`config.mk`:
```
export PLATFORM = sky130hd
export DESIGN_NAME = lfu_cache_lru_tiebreak_core
export DESIGN_NICKNAME = d
export VERILOG_FILES = /design/src/lfulru_pkg.sv /design/src/lfulru_ctrl.sv /design/src/lfulru_dp.sv /design/src/lfu_cache_lru_tiebreak_core.sv
export VERILOG_INCLUDE_DIRS = /design/src /design/src/src
export SDC_FILE = /design/constraint.sdc
export NUM_CORES = 2
export LEC_CHECK = 0
export BUFFER_PORTS_ARGS = -buffer_cell sky130_fd_sc_hd__buf_2
export CAP_MARGIN = 20
export CELL_PAD_IN_SITES_DETAIL_PLACEMENT = 0
export CELL_PAD_IN_SITES_GLOBAL_PLACEMENT = 1
export CORE_MARGIN = 5
export CORE_UTILIZATION = 50
export DETAILED_ROUTE_END_ITERATION = 8
export GPL_TIMING_DRIVEN = 0
export PLACE_DENSITY = 0.79
export SLEW_MARGIN = 20
export SYNTH_ARGS = -nofsm -noshare
export SYNTH_HDL_FRONTEND = slang
export SYNTH_SLANG_ARGS = --single-unit
```
`constraint.sdc`:
```
create_clock -name clk_i -period 10.4 [get_ports clk_i]
set_input_delay 2.08 -clock clk_i [delete_from_list [all_inputs] [get_ports clk_i]]
set_output_delay 2.08 -clock clk_i [all_outputs]
set_load 0.005 [all_outputs]
```
`src/lfu_cache_lru_tiebreak_core_assert.svh`:
```
// Assertion macros used by the LFU cache controller.
`ifndef LFU_CACHE_LRU_TIEBREAK_CORE_ASSERT_SVH
`define LFU_CACHE_LRU_TIEBREAK_CORE_ASSERT_SVH

`ifndef SYNTHESIS

// Property checked on every rising clk_i edge, disabled while rst_ni is low.
`define LFULRU_ASSERT(lbl, prop, msg) \
  lbl: assert property (@(posedge clk_i) disable iff (!rst_ni) prop) \
    else $error(msg);

// Condition that must never hold at a rising clk_i edge.
`define LFULRU_ASSERT_NEVER(lbl, cond, msg) \
  `LFULRU_ASSERT(lbl, !(cond), msg)

`else

`define LFULRU_ASSERT(lbl, prop, msg)

`define LFULRU_ASSERT_NEVER(lbl, cond, msg)

`endif

`endif

```
`src/lfulru_pkg.sv`:
```
// Shared constants and types of the LFU cache with LRU tie break.
package lfulru_pkg;

  localparam int unsigned MAX_ENTRIES = 16;
  localparam int unsigned KEY_W       = 32;
  localparam int unsigned VAL_W       = 32;
  localparam int unsigned COUNT_W     = 32;
  localparam int unsigned CAP_W       = 5;

  localparam int unsigned IDX_W  = (MAX_ENTRIES > 1) ? $clog2(MAX_ENTRIES) : 1;
  localparam int unsigned RANK_W = IDX_W;
  localparam int unsigned OCC_W  = $clog2(MAX_ENTRIES + 1);
  localparam int unsigned CMP_W  = (CAP_W > OCC_W) ? CAP_W : OCC_W;

  localparam logic [CAP_W-1:0]   CAP_RESET = CAP_W'(16);
  localparam logic [COUNT_W-1:0] COUNT_MAX = '1;
  localparam logic [IDX_W-1:0]   LAST_IDX  = IDX_W'(MAX_ENTRIES - 1);

  // Request type codes.
  localparam logic REQ_GET = 1'b0;
  localparam logic REQ_PUT = 1'b1;

  typedef enum logic [1:0] {
    ST_IDLE,
    ST_SCAN,
    ST_COMMIT
  } ctrl_state_e;

  typedef struct packed {
    logic load;    // capture the request and restart the scan
    logic scan;    // examine one entry
    logic commit;  // update the entries and load the result register
  } dp_cmd_t;

  typedef struct packed {
    logic scan_last;
  } dp_status_t;

endpackage

```
`src/lfulru_ctrl.sv`:
```
// Controller: sequences accept, entry scan and commit, and owns the result valid.
`include "lfu_cache_lru_tiebreak_core_assert.svh"

module lfulru_ctrl (
  input  logic                  clk_i,
  input  logic                  rst_ni,
  input  logic                  in_valid_i,
  output logic                  in_ready_o,
  output logic                  out_valid_o,
  input  logic                  out_ready_i,
  output lfulru_pkg::dp_cmd_t   cmd_o,
  input  lfulru_pkg::dp_status_t status_i
);

  lfulru_pkg::ctrl_state_e state_q, state_d;
  logic out_valid_q, out_valid_d;

  always_ff @(posedge clk_i or negedge rst_ni) begin
    if (!rst_ni) begin
      state_q     <= lfulru_pkg::ST_IDLE;
      out_valid_q <= 1'b0;
    end else begin
      state_q     <= state_d;
      out_valid_q <= out_valid_d;
    end
  end

  always_comb begin
    state_d     = state_q;
    cmd_o       = '0;
    in_ready_o  = 1'b0;
    out_valid_d = out_valid_q && !out_ready_i;
    case (state_q)
      lfulru_pkg::ST_IDLE: begin
        in_ready_o = 1'b1;
        if (in_valid_i) begin
          cmd_o.load = 1'b1;
          state_d    = lfulru_pkg::ST_SCAN;
        end
      end
      lfulru_pkg::ST_SCAN: begin
        cmd_o.scan = 1'b1;
        if (status_i.scan_last) begin
          state_d = lfulru_pkg::ST_COMMIT;
        end
      end
      lfulru_pkg::ST_COMMIT: begin
        // The entries are updated only once the result register can take the answer.
        if (!out_valid_q || out_ready_i) begin
          cmd_o.commit = 1'b1;
          out_valid_d  = 1'b1;
          state_d      = lfulru_pkg::ST_IDLE;
        end
      end
      default: begin
        state_d = lfulru_pkg::ST_IDLE;
      end
    endcase
  end

  assign out_valid_o = out_valid_q;

  `LFULRU_ASSERT(a_commit_free, cmd_o.commit |-> (!out_valid_q || out_ready_i), "commit over a pending result")
  `LFULRU_ASSERT(a_load_scan, cmd_o.load |=> (state_q == lfulru_pkg::ST_SCAN), "load did not start scan")
  `LFULRU_ASSERT(a_scan_end, cmd_o.scan && status_i.scan_last |=> (state_q == lfulru_pkg::ST_COMMIT), "scan end missed")
  `LFULRU_ASSERT(a_valid_src, $rose(out_valid_q) |-> $past(cmd_o.commit), "result valid without commit")
  `LFULRU_ASSERT_NEVER(a_busy_ready, in_ready_o && (cmd_o.scan || cmd_o.commit), "ready while busy")

endmodule

```
`src/lfulru_dp.sv`:
```
// Datapath: entry storage, sequential scan for key, free slot and victim, and the update.
module lfulru_dp (
  input  logic                             clk_i,
  input  logic                             rst_ni,
  input  lfulru_pkg::dp_cmd_t              cmd_i,
  output lfulru_pkg::dp_status_t           status_o,
  input  logic [lfulru_pkg::CAP_W-1:0]     capacity_i,
  input  logic                             req_type_i,
  input  logic [lfulru_pkg::KEY_W-1:0]     req_key_i,
  input  logic [lfulru_pkg::VAL_W-1:0]     req_value_i,
  output logic                             hit_o,
  output logic [lfulru_pkg::VAL_W-1:0]     read_value_o,
  output logic                             evicted_o
);

  localparam int unsigned N = lfulru_pkg::MAX_ENTRIES;

  // Entry storage.
  logic [N-1:0]                       valid_q, valid_d;
  logic [lfulru_pkg::RANK_W-1:0]      rank_q [N];
  logic [lfulru_pkg::RANK_W-1:0]      rank_d [N];
  logic [lfulru_pkg::KEY_W-1:0]       key_mem [N];
  logic [lfulru_pkg::VAL_W-1:0]       val_mem [N];
  logic [lfulru_pkg::COUNT_W-1:0]     cnt_mem [N];
  logic [lfulru_pkg::OCC_W-1:0]       occ_q, occ_d;

  // Captured request and scan position.
  logic                               req_type_q;
  logic [lfulru_pkg::KEY_W-1:0]       req_key_q;
  logic [lfulru_pkg::VAL_W-1:0]       req_val_q;
  logic [lfulru_pkg::IDX_W-1:0]       idx_q;

  // Scan results.
  logic                               found_q, free_found_q, vic_found_q;
  logic [lfulru_pkg::IDX_W-1:0]       found_idx_q, free_idx_q, vic_idx_q;
  logic [lfulru_pkg::VAL_W-1:0]       found_val_q;
  logic [lfulru_pkg::COUNT_W-1:0]     found_cnt_q, vic_cnt_q;
  logic [lfulru_pkg::RANK_W-1:0]      found_rank_q, vic_rank_q;

  // Result register.
  logic                               hit_q, evict_q;
  logic [lfulru_pkg::VAL_W-1:0]       rdata_q;

  // Entry under the scan pointer.
  logic                               cur_valid;
  logic [lfulru_pkg::KEY_W-1:0]       cur_key;
  logic [lfulru_pkg::VAL_W-1:0]       cur_val;
  logic [lfulru_pkg::COUNT_W-1:0]     cur_cnt;
  logic [lfulru_pkg::RANK_W-1:0]      cur_rank;
  logic                               take_match, take_free, take_vic;

  assign cur_valid = valid_q[idx_q];
  assign cur_key   = key_mem[idx_q];
  assign cur_val   = val_mem[idx_q];
  assign cur_cnt   = cnt_mem[idx_q];
  assign cur_rank  = rank_q[idx_q];

  assign take_match = cur_valid && (cur_key == req_key_q) && !found_q;
  assign take_free  = !cur_valid && !free_found_q;
  // Lowest count wins; on equal counts the older entry (higher rank) wins.
  assign take_vic   = cur_valid && (!vic_found_q || (cur_cnt < vic_cnt_q) ||
                      ((cur_cnt == vic_cnt_q) && (cur_rank > vic_rank_q)));

  assign status_o.scan_last = (idx_q == lfulru_pkg::LAST_IDX);

  // Commit decisions.
  logic [lfulru_pkg::CMP_W-1:0]       cap_w, cap_eff;
  logic                               use_free, do_insert, do_evict, age_en, age_all;
  logic [lfulru_pkg::IDX_W-1:0]       tgt;
  logic [lfulru_pkg::RANK_W-1:0]      ref_rank;
  logic                               wr_key, wr_val, wr_cnt;
  logic [lfulru_pkg::VAL_W-1:0]       wr_val_data;
  logic [lfulru_pkg::COUNT_W-1:0]     wr_cnt_data;

  always_comb begin
    cap_w    = lfulru_pkg::CMP_W'(capacity_i);
    cap_eff  = (cap_w > lfulru_pkg::CMP_W'(N)) ? lfulru_pkg::CMP_W'(N) : cap_w;
    use_free = (lfulru_pkg::CMP_W'(occ_q) < cap_eff) && free_found_q;
    do_insert = !found_q && (req_type_q == lfulru_pkg::REQ_PUT) &&
                (cap_eff != '0) && (use_free || vic_found_q);
    do_evict = do_insert && !use_free;
    tgt      = found_q ? found_idx_q : (use_free ? free_idx_q : vic_idx_q);
    ref_rank = found_q ? found_rank_q : vic_rank_q;
    age_en   = found_q || do_insert;
    age_all  = !found_q && use_free;

    wr_key      = do_insert;
    wr_val      = do_insert || (found_q && (req_type_q == lfulru_pkg::REQ_PUT));
    wr_cnt      = age_en;
    wr_val_data = req_val_q;
    if (found_q) begin
      wr_cnt_data = (found_cnt_q == lfulru_pkg::COUNT_MAX) ? found_cnt_q : found_cnt_q + 1'b1;
    end else begin
      wr_cnt_data = lfulru_pkg::COUNT_W'(1);
    end

    valid_d = valid_q;
    occ_d   = occ_q;
    for (int i = 0; i < N; i++) begin
      rank_d[i] = rank_q[i];
      if (age_en && valid_q[i] && (tgt != lfulru_pkg::IDX_W'(i)) &&
          (age_all || (rank_q[i] < ref_rank))) begin
        rank_d[i] = rank_q[i] + 1'b1;
      end
    end
    if (age_en) begin
      rank_d[tgt] = '0;
    end
    if (do_insert) begin
      valid_d[tgt] = 1'b1;
    end
    // An eviction frees one slot and the insert fills it again.
    if (do_insert && use_free) begin
      occ_d = occ_q + 1'b1;
    end
  end

  always_ff @(posedge clk_i or negedge rst_ni) begin
    if (!rst_ni) begin
      valid_q      <= '0;
      occ_q        <= '0;
      idx_q        <= '0;
      found_q      <= 1'b0;
      free_found_q <= 1'b0;
      vic_found_q  <= 1'b0;
    end else begin
      if (cmd_i.load) begin
        idx_q        <= '0;
        found_q      <= 1'b0;
        free_found_q <= 1'b0;
        vic_found_q  <= 1'b0;
      end else if (cmd_i.scan) begin
        idx_q <= idx_q + 1'b1;
        if (take_match) begin
          found_q <= 1'b1;
        end
        if (take_free) begin
          free_found_q <= 1'b1;
        end
        if (take_vic) begin
          vic_found_q <= 1'b1;
        end
      end
      if (cmd_i.commit) begin
        valid_q <= valid_d;
        occ_q   <= occ_d;
      end
    end
  end

  always_ff @(posedge clk_i) begin
    if (cmd_i.load) begin
      req_type_q <= req_type_i;
      req_key_q  <= req_key_i;
      req_val_q  <= req_value_i;
    end
    if (cmd_i.scan) begin
      if (take_match) begin
        found_idx_q  <= idx_q;
        found_val_q  <= cur_val;
        found_cnt_q  <= cur_cnt;
        found_rank_q <= cur_rank;
      end
      if (take_free) begin
        free_idx_q <= idx_q;
      end
      if (take_vic) begin
        vic_idx_q  <= idx_q;
        vic_cnt_q  <= cur_cnt;
        vic_rank_q <= cur_rank;
      end
    end
    if (cmd_i.commit) begin
      rank_q <= rank_d;
      if (wr_key) begin
        key_mem[tgt] <= req_key_q;
      end
      if (wr_val) begin
        val_mem[tgt] <= wr_val_data;
      end
      if (wr_cnt) begin
        cnt_mem[tgt] <= wr_cnt_data;
      end
      hit_q   <= found_q;
      evict_q <= do_evict;
      rdata_q <= (found_q && (req_type_q == lfulru_pkg::REQ_GET)) ? found_val_q : '0;
    end
  end

  assign hit_o        = hit_q;
  assign read_value_o = rdata_q;
  assign evicted_o    = evict_q;

endmodule

```
`src/lfu_cache_lru_tiebreak_core.sv`:
```
// Top level of the LFU key-value cache with LRU tie break.
//
// Requests arrive on in_valid_i/in_ready_o with req_type_i (0 get, 1 put),
// req_key_i and req_value_i. Each request yields one result on
// out_valid_o/out_ready_i: hit_o, read_value_o (value on a get hit, else zero)
// and evicted_o (a put that removed an entry to make room).
// A request is taken only while the block is idle. It then scans the entries
// one per cycle, looking for the key, the first free slot and the eviction
// victim, then updates the entries and loads the result register; the next
// request is not taken until that update is done.
// The result sits in an output register, so the next request is accepted and
// scanned while a result still waits; if the receiver stalls, the update step
// holds until the waiting result is taken.
// Reset empties the cache and sets the capacity register to 16. The capacity
// is written through cfg_we_i/cfg_wdata_i; the user must write it only while
// no request is in flight, as the block itself does not enforce this.
module lfu_cache_lru_tiebreak_core (
  input  logic                             clk_i,
  input  logic                             rst_ni,
  input  logic                             cfg_we_i,
  input  logic [lfulru_pkg::CAP_W-1:0]     cfg_wdata_i,
  input  logic                             in_valid_i,
  output logic                             in_ready_o,
  input  logic                             req_type_i,
  input  logic [lfulru_pkg::KEY_W-1:0]     req_key_i,
  input  logic [lfulru_pkg::VAL_W-1:0]     req_value_i,
  output logic                             out_valid_o,
  input  logic                             out_ready_i,
  output logic                             hit_o,
  output logic [lfulru_pkg::VAL_W-1:0]     read_value_o,
  output logic                             evicted_o
);

  logic [lfulru_pkg::CAP_W-1:0] capacity_q;
  lfulru_pkg::dp_cmd_t          cmd;
  lfulru_pkg::dp_status_t       status;

  always_ff @(posedge clk_i or negedge rst_ni) begin
    if (!rst_ni) begin
      capacity_q <= lfulru_pkg::CAP_RESET;
    end else if (cfg_we_i) begin
      capacity_q <= cfg_wdata_i;
    end
  end

  lfulru_ctrl u_ctrl (
    .clk_i       (clk_i),
    .rst_ni      (rst_ni),
    .in_valid_i  (in_valid_i),
    .in_ready_o  (in_ready_o),
    .out_valid_o (out_valid_o),
    .out_ready_i (out_ready_i),
    .cmd_o       (cmd),
    .status_i    (status)
  );

  lfulru_dp u_dp (
    .clk_i        (clk_i),
    .rst_ni       (rst_ni),
    .cmd_i        (cmd),
    .status_o     (status),
    .capacity_i   (capacity_q),
    .req_type_i   (req_type_i),
    .req_key_i    (req_key_i),
    .req_value_i  (req_value_i),
    .hit_o        (hit_o),
    .read_value_o (read_value_o),
    .evicted_o    (evicted_o)
  );

endmodule
```
Word level (Yosys, flattened, before mapping)
Memory sizes are Yosys's and may differ from the RTL's. A register that Yosys moved wholly into a read port is not among the register bits. Cells that the tools add are included.

Reductions and logical operators: 110. Muxes and demuxes: 64. Bitwise logic cells: 6. Equal/unequal tests: 24. Add/sub/neg operators: 19. $lt $le $gt $ge: 26.

Operator list (count): $mux W4 (24); $add A4 B1 Y4 const B (17); $logic_and A1 B1 Y1 (65); $and A64 B64 Y64 (1); $eq A32 B32 Y1 (2); $lt A4 B4 Y1 (16); $mux W32 (2); $mux W64 (1); $not A64 Y64 (1); $add A32 B1 Y32 const B (1); $eq A32 B32 Y1 const B (1); $lt A32 B32 Y1 (1); $ne A4 B4 Y1 const B (8); $mux W1 (28); $logic_or A1 B1 Y1 (22); $bmux W4 S4 (1); $demux W4 S4 (1); $ne A4 B3 Y1 const B (4); $or A16 B16 Y16 (1); $reduce_and A2 Y1 (8); $ge A5 B5 Y1 const B (2); $lt A4 B5 Y1 const B (2); $not A4 Y5 (2); $ne A4 B2 Y1 const B (2); 24 further kinds (36).

Input bits: 75. Memory bits (writable): 1536. Memories kept: 3. Bits in registers: 283.

Memory list: u_dp.cnt_mem (depth 16, width 32, read ports 1, clocked after Yosys merged registers in 0, wr ports 1, RTL line lfulru_dp.sv:24) `logic [lfulru_pkg::COUNT_W-1:0] cnt_mem [N];`; u_dp.key_mem (depth 16, width 32, read ports 1, clocked after Yosys merged registers in 0, wr ports 1, RTL line lfulru_dp.sv:22) `logic [lfulru_pkg::KEY_W-1:0] key_mem [N];`; u_dp.val_mem (depth 16, width 32, read ports 1, clocked after Yosys merged registers in 1, wr ports 1, RTL line lfulru_dp.sv:23) `logic [lfulru_pkg::VAL_W-1:0] val_mem [N];`.

Logic depth before layout (Yosys ltp)
Depth after elaboration: 14. Gate-level depth with buffers: 18.

Cells and area by module
From an unflattened synthesis, not the netlist that was laid out.

Cells, all modules: 3531. Area total of the unflattened synthesis: 73973.4 um^2.

Modules (own cells, without submodules): lfulru_dp (instances 1, area each 73631.9 um^2, cells each 3507); lfu_cache_lru_tiebreak_core (instances 1, area each 182.7 um^2, cells each 10); lfulru_ctrl (instances 1, area each 158.9 um^2, cells each 14).

Worst setup path after synthesis
Ideal clock, no wire load.

Path kind: flip-flop to flip-flop. Start: reg u_dp.idx_q[0] in the netlist's numbering. End: reg u_dp.found_cnt_q[0] in the netlist's numbering, enable pin. Clock period less this slack: 9.849 ns. Required time: 9.720 ns. Library setup time: 0.680 ns. Slack: 0.551 ns. Arrival time: 9.169 ns. Stages on the path, launching flop included: 12. Cell sequence: dfrtp_1 -> buf_6 -> buf_4 -> buf_2 -> clkbuf_1 -> buf_2 -> mux2i_1 -> xor2_1 -> nor2_1 -> a21oi_1 -> nand4_1 -> nor4_1.

Cells in the longest elaborated chain, start to end: 5. Elaborated cells on any way between the ends: 7. Those cells by class: 1 x eq/ne; 2 x mux; 3 x reduce/logical; 1 x memory.

RTL lines: from (decl) (RTL line lfulru_dp.sv:31) `logic [lfulru_pkg::IDX_W-1:0] idx_q;`; from (signal assigned) (RTL line lfulru_dp.sv:133) `idx_q <= idx_q + 1'b1;`; $mem_v2 Z16 W32 or $bmux W1 S4 (tied branches); $eq A32 B32 Y1 or $mux W1 (tied branches) (RTL line lfulru_dp.sv:58, lfulru_dp.sv:52); $logic_and A1 B1 Y1 (*) (2 in a row) (RTL line lfulru_dp.sv:58) `assign take_match = cur_valid && (cur_key == req_key_q) && !found_q;`; $reduce_and A2 Y1 (no source line) (*); to (signal assigned) (RTL line lfulru_dp.sv:161) `found_cnt_q <= cur_cnt;`; to (decl) (RTL line lfulru_dp.sv:37) `logic [lfulru_pkg::COUNT_W-1:0] found_cnt_q, vic_cnt_q;`.

Mark *: on every way between the ends. The rest lies on a longest branch, timed or not. The select of a mux whose other input is x is not followed. A chain may end at the register's enable or synchronous reset.

Worst setup path after layout
Start: reg u_dp.idx_q[1] in the netlist's numbering. End: reg u_dp.vic_cnt_q[13] in the netlist's numbering, enable pin.

Elaborated cells on any way between the ends: 15. Those cells by class: 2 x order compare; 1 x eq/ne; 5 x mux; 1 x bitwise; 5 x reduce/logical; 1 x memory.

RTL lines: $mem_v2 Z16 W32 (*); named net u_dp.cur_cnt (one bit) (RTL line lfulru_dp.sv:48) `logic [lfulru_pkg::COUNT_W-1:0] cur_cnt;`; $lt A32 B32 Y1 or $eq A32 B32 Y1 (tied branches) (RTL line lfulru_dp.sv:61, lfulru_dp.sv:62); $logic_or A1 B1 Y1 or $logic_and A1 B1 Y1 (tied branches) (RTL line lfulru_dp.sv:61, lfulru_dp.sv:62); $logic_or A1 B1 Y1 (*) (RTL line lfulru_dp.sv:61) `assign take_vic = cur_valid && (!vic_found_q || (cur_cnt < vic_cnt_q) ||`; $logic_and A1 B1 Y1 (*) (RTL line lfulru_dp.sv:61); $reduce_and A2 Y1 (no source line) (*); to (signal assigned) (RTL line lfulru_dp.sv:169) `vic_cnt_q <= cur_cnt;`; to (decl) (RTL line lfulru_dp.sv:37).

The timed path passes the listed nets; every way through them passes the cells marked *. The select of a mux whose other input is x is not followed.

==> results.py <==
metrics = {
    "outcome": {
        "status": "completed",
    },
    "clock_tree": {
        "cts_root_buffer": "clkbuf_16",
        "cts_made_buffers": 184,
        "clk_latency_ps": 840,
        "path_clk_slew_ps": 60,
        "cts_tree": "built",
        "cts_resized": 0,
        "cts_htree_levels": 4,
        "cts_hold_buf": 0,
        "cts_num_sinks": 1851,
        "cts_setup_buffers": 0,
        "clockBufferDepth": 3,
    },
    "placement": {
        "place_hpwl_microns": 121000,
        "place_area_sq_um": 80000,
        "portBuffers": 110,
        "gp_congestion": 0.853,
    },
    "floorplan": {
        "core_sq_um": 148000,
        "die_area_sq_um": 156000,
        "rows": 141,
        "chipWidth_microns": 395,
        "start_util": 0.503,
        "ioPinCount": 111,
        "die_h_microns": 395,
    },
    "grt": {
        "grt_pass1_wl_microns": 270000,
        "overflow": 0,
        "grt_pass1_vias": 38400,
        "track_usage": 0.238,
        "grt_max_degree": 40,
        "antenna_found_initial": 7,
    },
    "synth": {
        "synth_edf_count": 1815,
        "synth_simple_gate_area_frac": 0.0330,
        "ys.flop_type": "edfxtp_1",
        "synth_area_per_cell_sq_um": 20.8,
        "syn_area_sq_um": 74300,
        "synth_compound_area_frac": 0.0312,
        "synth_xor_xnor_area_share": 0.00637,
        "ys_types": 70,
        "synth_top_family_by_area": "multiplexers",
        "synth_mux_area_frac": 0.151,
        "ys_warn_count": 0,
        "syn-num-nets": 3758,
        "synthAdderAreaFrac": 0.0180,
        "synth_seq_cells": 1851,
        "synthArstFlopShare": 0.0194,
        "seq_area_frac_synth": 0.746,
        "synth_cells": 3576,
    },
    "final_layout": {
        "finish.utilization": 0.581,
        "drive_gt1_frac": 0.274,
        "layout.nets": 4171,
        "area_growth_pct": 15.4,
        "design_area_sq_um": 85700,
        "fill_cells": 10400,
        "antenna_cells": 0,
    },
    "detailed_routing": {
        "drcViolationCount": 0,
        "via_per_inst": 6.33,
        "first_pass_iters": 5,
        "wl_per_cell_microns": 30.8,
        "drt_iter0_markers": 4833,
        "antenna_left": 0,
        "finalWirelength_microns": 187000,
        "vias": 38400,
    },
    "sta": {
        "holdWs_ps": 476,
        "min_period_ps": 7660,
        "hold_viol": 0,
        "clock.fmax_mhz": 131,
        "tns_ps": 0,
        "rsz0062_at_grt": "no",
        "tightest_slew_ps": 1160,
        "setup_viol": 0,
        "maxSlewViolCount": 0,
        "post-route-period-util": 0.736,
        "slew_headroom": 0.229,
        "fin_skew_ps": 69.9,
    },
    "critical_path": {
        "crit_required_ps": 10970,
        "r2r_slack_ps": 2740,
        "end_kind": "flip-flop",
        "startpoint_type": "flip-flop",
        "r2r_end": "u_dp.vic_cnt_q[13]",
        "crit_type": "reg -> reg",
        "ff2ff_path_depth": 20,
        "crit_path_max_fanout": 19,
        "critPathArrivalTime_ps": 8230,
        "worstReg2RegStart": "u_dp.idx_q[1]",
    },
    "worst_hold_path": {
        "hold_path.class": "reg -> reg",
        "hold_start": "u_dp.occ_q[4]",
        "min_path_cells": 1,
        "worstHoldEndpoint": "u_dp.occ_q[4]",
    },
    "flow_run": {
        "drv_cap": 0,
    },
    "pwr": {
        "p_leak_nw": 27.9,
        "ir_drop_mv": 0.214,
        "powerDensity_nw_per_um2": 260,
    },
}
==> critical path: stages, from the launching register on <==
cell	delay (ps)
dfrtp_1	440
buf_6	170
buf_12	160
buf_6	220
buf_4	260
buf_2	300
clkbuf_1	850
clkbuf_1	920
mux4_2	420
mux4_2	560
ha_1	330
nand3_1	170
or4_1	580
nor3_1	310
nand2_1	190
nor2_1	130
o31ai_1	80
a31oi_1	700
nor2_4	160
buf_12	210
buf_16	180
==> layer usage <==
layer,part of all wire,vias up,global-route usage
li1,-,15700,-
met2,0.49,2149,0.383
met3,0.087,338,0.0427
met1,0.39,20100,0.336
met5,0.000070,-,0
met4,0.032,2,0.0773
==> synthesized netlist by cell type (all sizes together) (25+ instances only) <==
library cell / number / area share
nand2: 88 / 0.0044
mux4: 462 / 0.14
edfxtp: 1815 / 0.73
and2: 54 / 0.0045
nor2b: 33 / 0.0028
nand4: 49 / 0.0041
dfrtp: 35 / 0.012
o21a: 40 / 0.0040
inv: 66 / 0.0033
clkbuf: 63 / 0.0032
a21oi: 36 / 0.0025
a22o: 42 / 0.0050
mux2i: 58 / 0.0078
xnor2: 32 / 0.0038
o21ai: 74 / 0.0050
buf: 92 / 0.0077
nor3: 25 / 0.0017
nor2: 128 / 0.0065
ha: 107 / 0.018
a21o: 48 / 0.0048
==> sequential cells by signal (all words and copies together) (netlist names), 4 cells and up <==
signal and count:
capacity_q 5, u_dp.cnt_mem 512, u_dp.found_cnt_q 32, u_dp.found_idx_q 4
u_dp.found_rank_q 4, u_dp.found_val_q 32, u_dp.free_idx_q 4, u_dp.idx_q 4
u_dp.key_mem 512, u_dp.occ_q 5, u_dp.rank_q 64, u_dp.read_value_o 32
u_dp.req_key_q 32, u_dp.req_val_q 32, u_dp.val_mem 512, u_dp.valid_q 16
u_dp.vic_cnt_q 32, u_dp.vic_idx_q 4, u_dp.vic_rank_q 4
==> cell families (layout without fill, tap and decap cells) <==
group                    after synthesis  in the layout
adder cells (fa/ha/maj)              107            107
AO/OA/AOI/OAI                        326            326
XOR/XNOR                              54             54
buffers and inverters                222            775
AND/OR/NAND/NOR                      475            475
flip-flops                          1851           1851
multiplexers                         541            541
==> how the worst max path moves through the flow <==
stage                        startpoint              endpoint  slack (ps)  depth (start not counted)
after floorplan           u_dp.idx_q[0]   u_dp.found_cnt_q[0]         550                         11
after global placement    u_dp.idx_q[3]  u_dp.found_cnt_q[30]       -9140                          7
after detailed placement  u_dp.idx_q[1]    u_dp.vic_cnt_q[12]        2690                         20
after CTS                 u_dp.idx_q[1]    u_dp.vic_cnt_q[11]        2680                         20
after global routing      u_dp.idx_q[1]    u_dp.vic_cnt_q[10]        2480                         20
final                     u_dp.idx_q[1]    u_dp.vic_cnt_q[13]        2740                         20
==> power breakdown <==
| group | total, mW | internal (mW) | switching [mW] | leakage (nW) |
|---|---|---|---|---|
| Clock | 6.28 | 3.44 | 2.84 | 2.73 |
| Sequential | 9.01 | 8.81 | 0.203 | 16.8 |
| Combinational | 6.97 | 2.91 | 4.07 | 8.37 |
| Total | 22.3 | 15.2 | 7.11 | 27.9 |
==> cell usage in the layout (no fill, tap or decap), types with 48 or more instances in the layout <==
cell and count:
a21o_1 48, and2_1 54, buf_12 51, buf_2 185, clkbuf_1 95, clkbuf_16 184
edfxtp_1 1815, ha_1 107, inv_1 64, mux2i_1 55, mux4_2 454, nand2_1 88
nand4_1 49, nor2_1 78, nor2_4 49, o21ai_0 66
==> through the flow <==
| step | power [mW] | worst slack, ps | cells |
|---|---|---|---|
| final | 22.3 | 2740 | 6059 |
| after global routing | 23.2 | 2480 | 6059 |
| after CTS | 22.4 | 2680 | 6058 |
| after detailed placement | 16.1 | 2690 | 5732 |
| after global placement | 15.8 | -9140 | 5616 |
| after floorplan | 13.7 | 551 | 3576 |
==> layout make-up <==
| cell class | count | area (sq um) | share of cell area |
|---|---|---|---|
| flip-flops and latches | 1851 | 55400 | 0.646 |
| multi-input cells | 1503 | 18300 | 0.213 |
| clock buffers | 228 | 4770 | 0.0556 |
| repair buffers | 227 | 2870 | 0.0335 |
| well taps | 1930 | 2410 | 0.0282 |
| clock inverters | 98 | 920 | 0.0107 |
| plain buffers | 155 | 827 | 0.00965 |
| inverters | 67 | 256 | 0.00299 |
No activity file was read; power rests on OpenSTA's default activity.
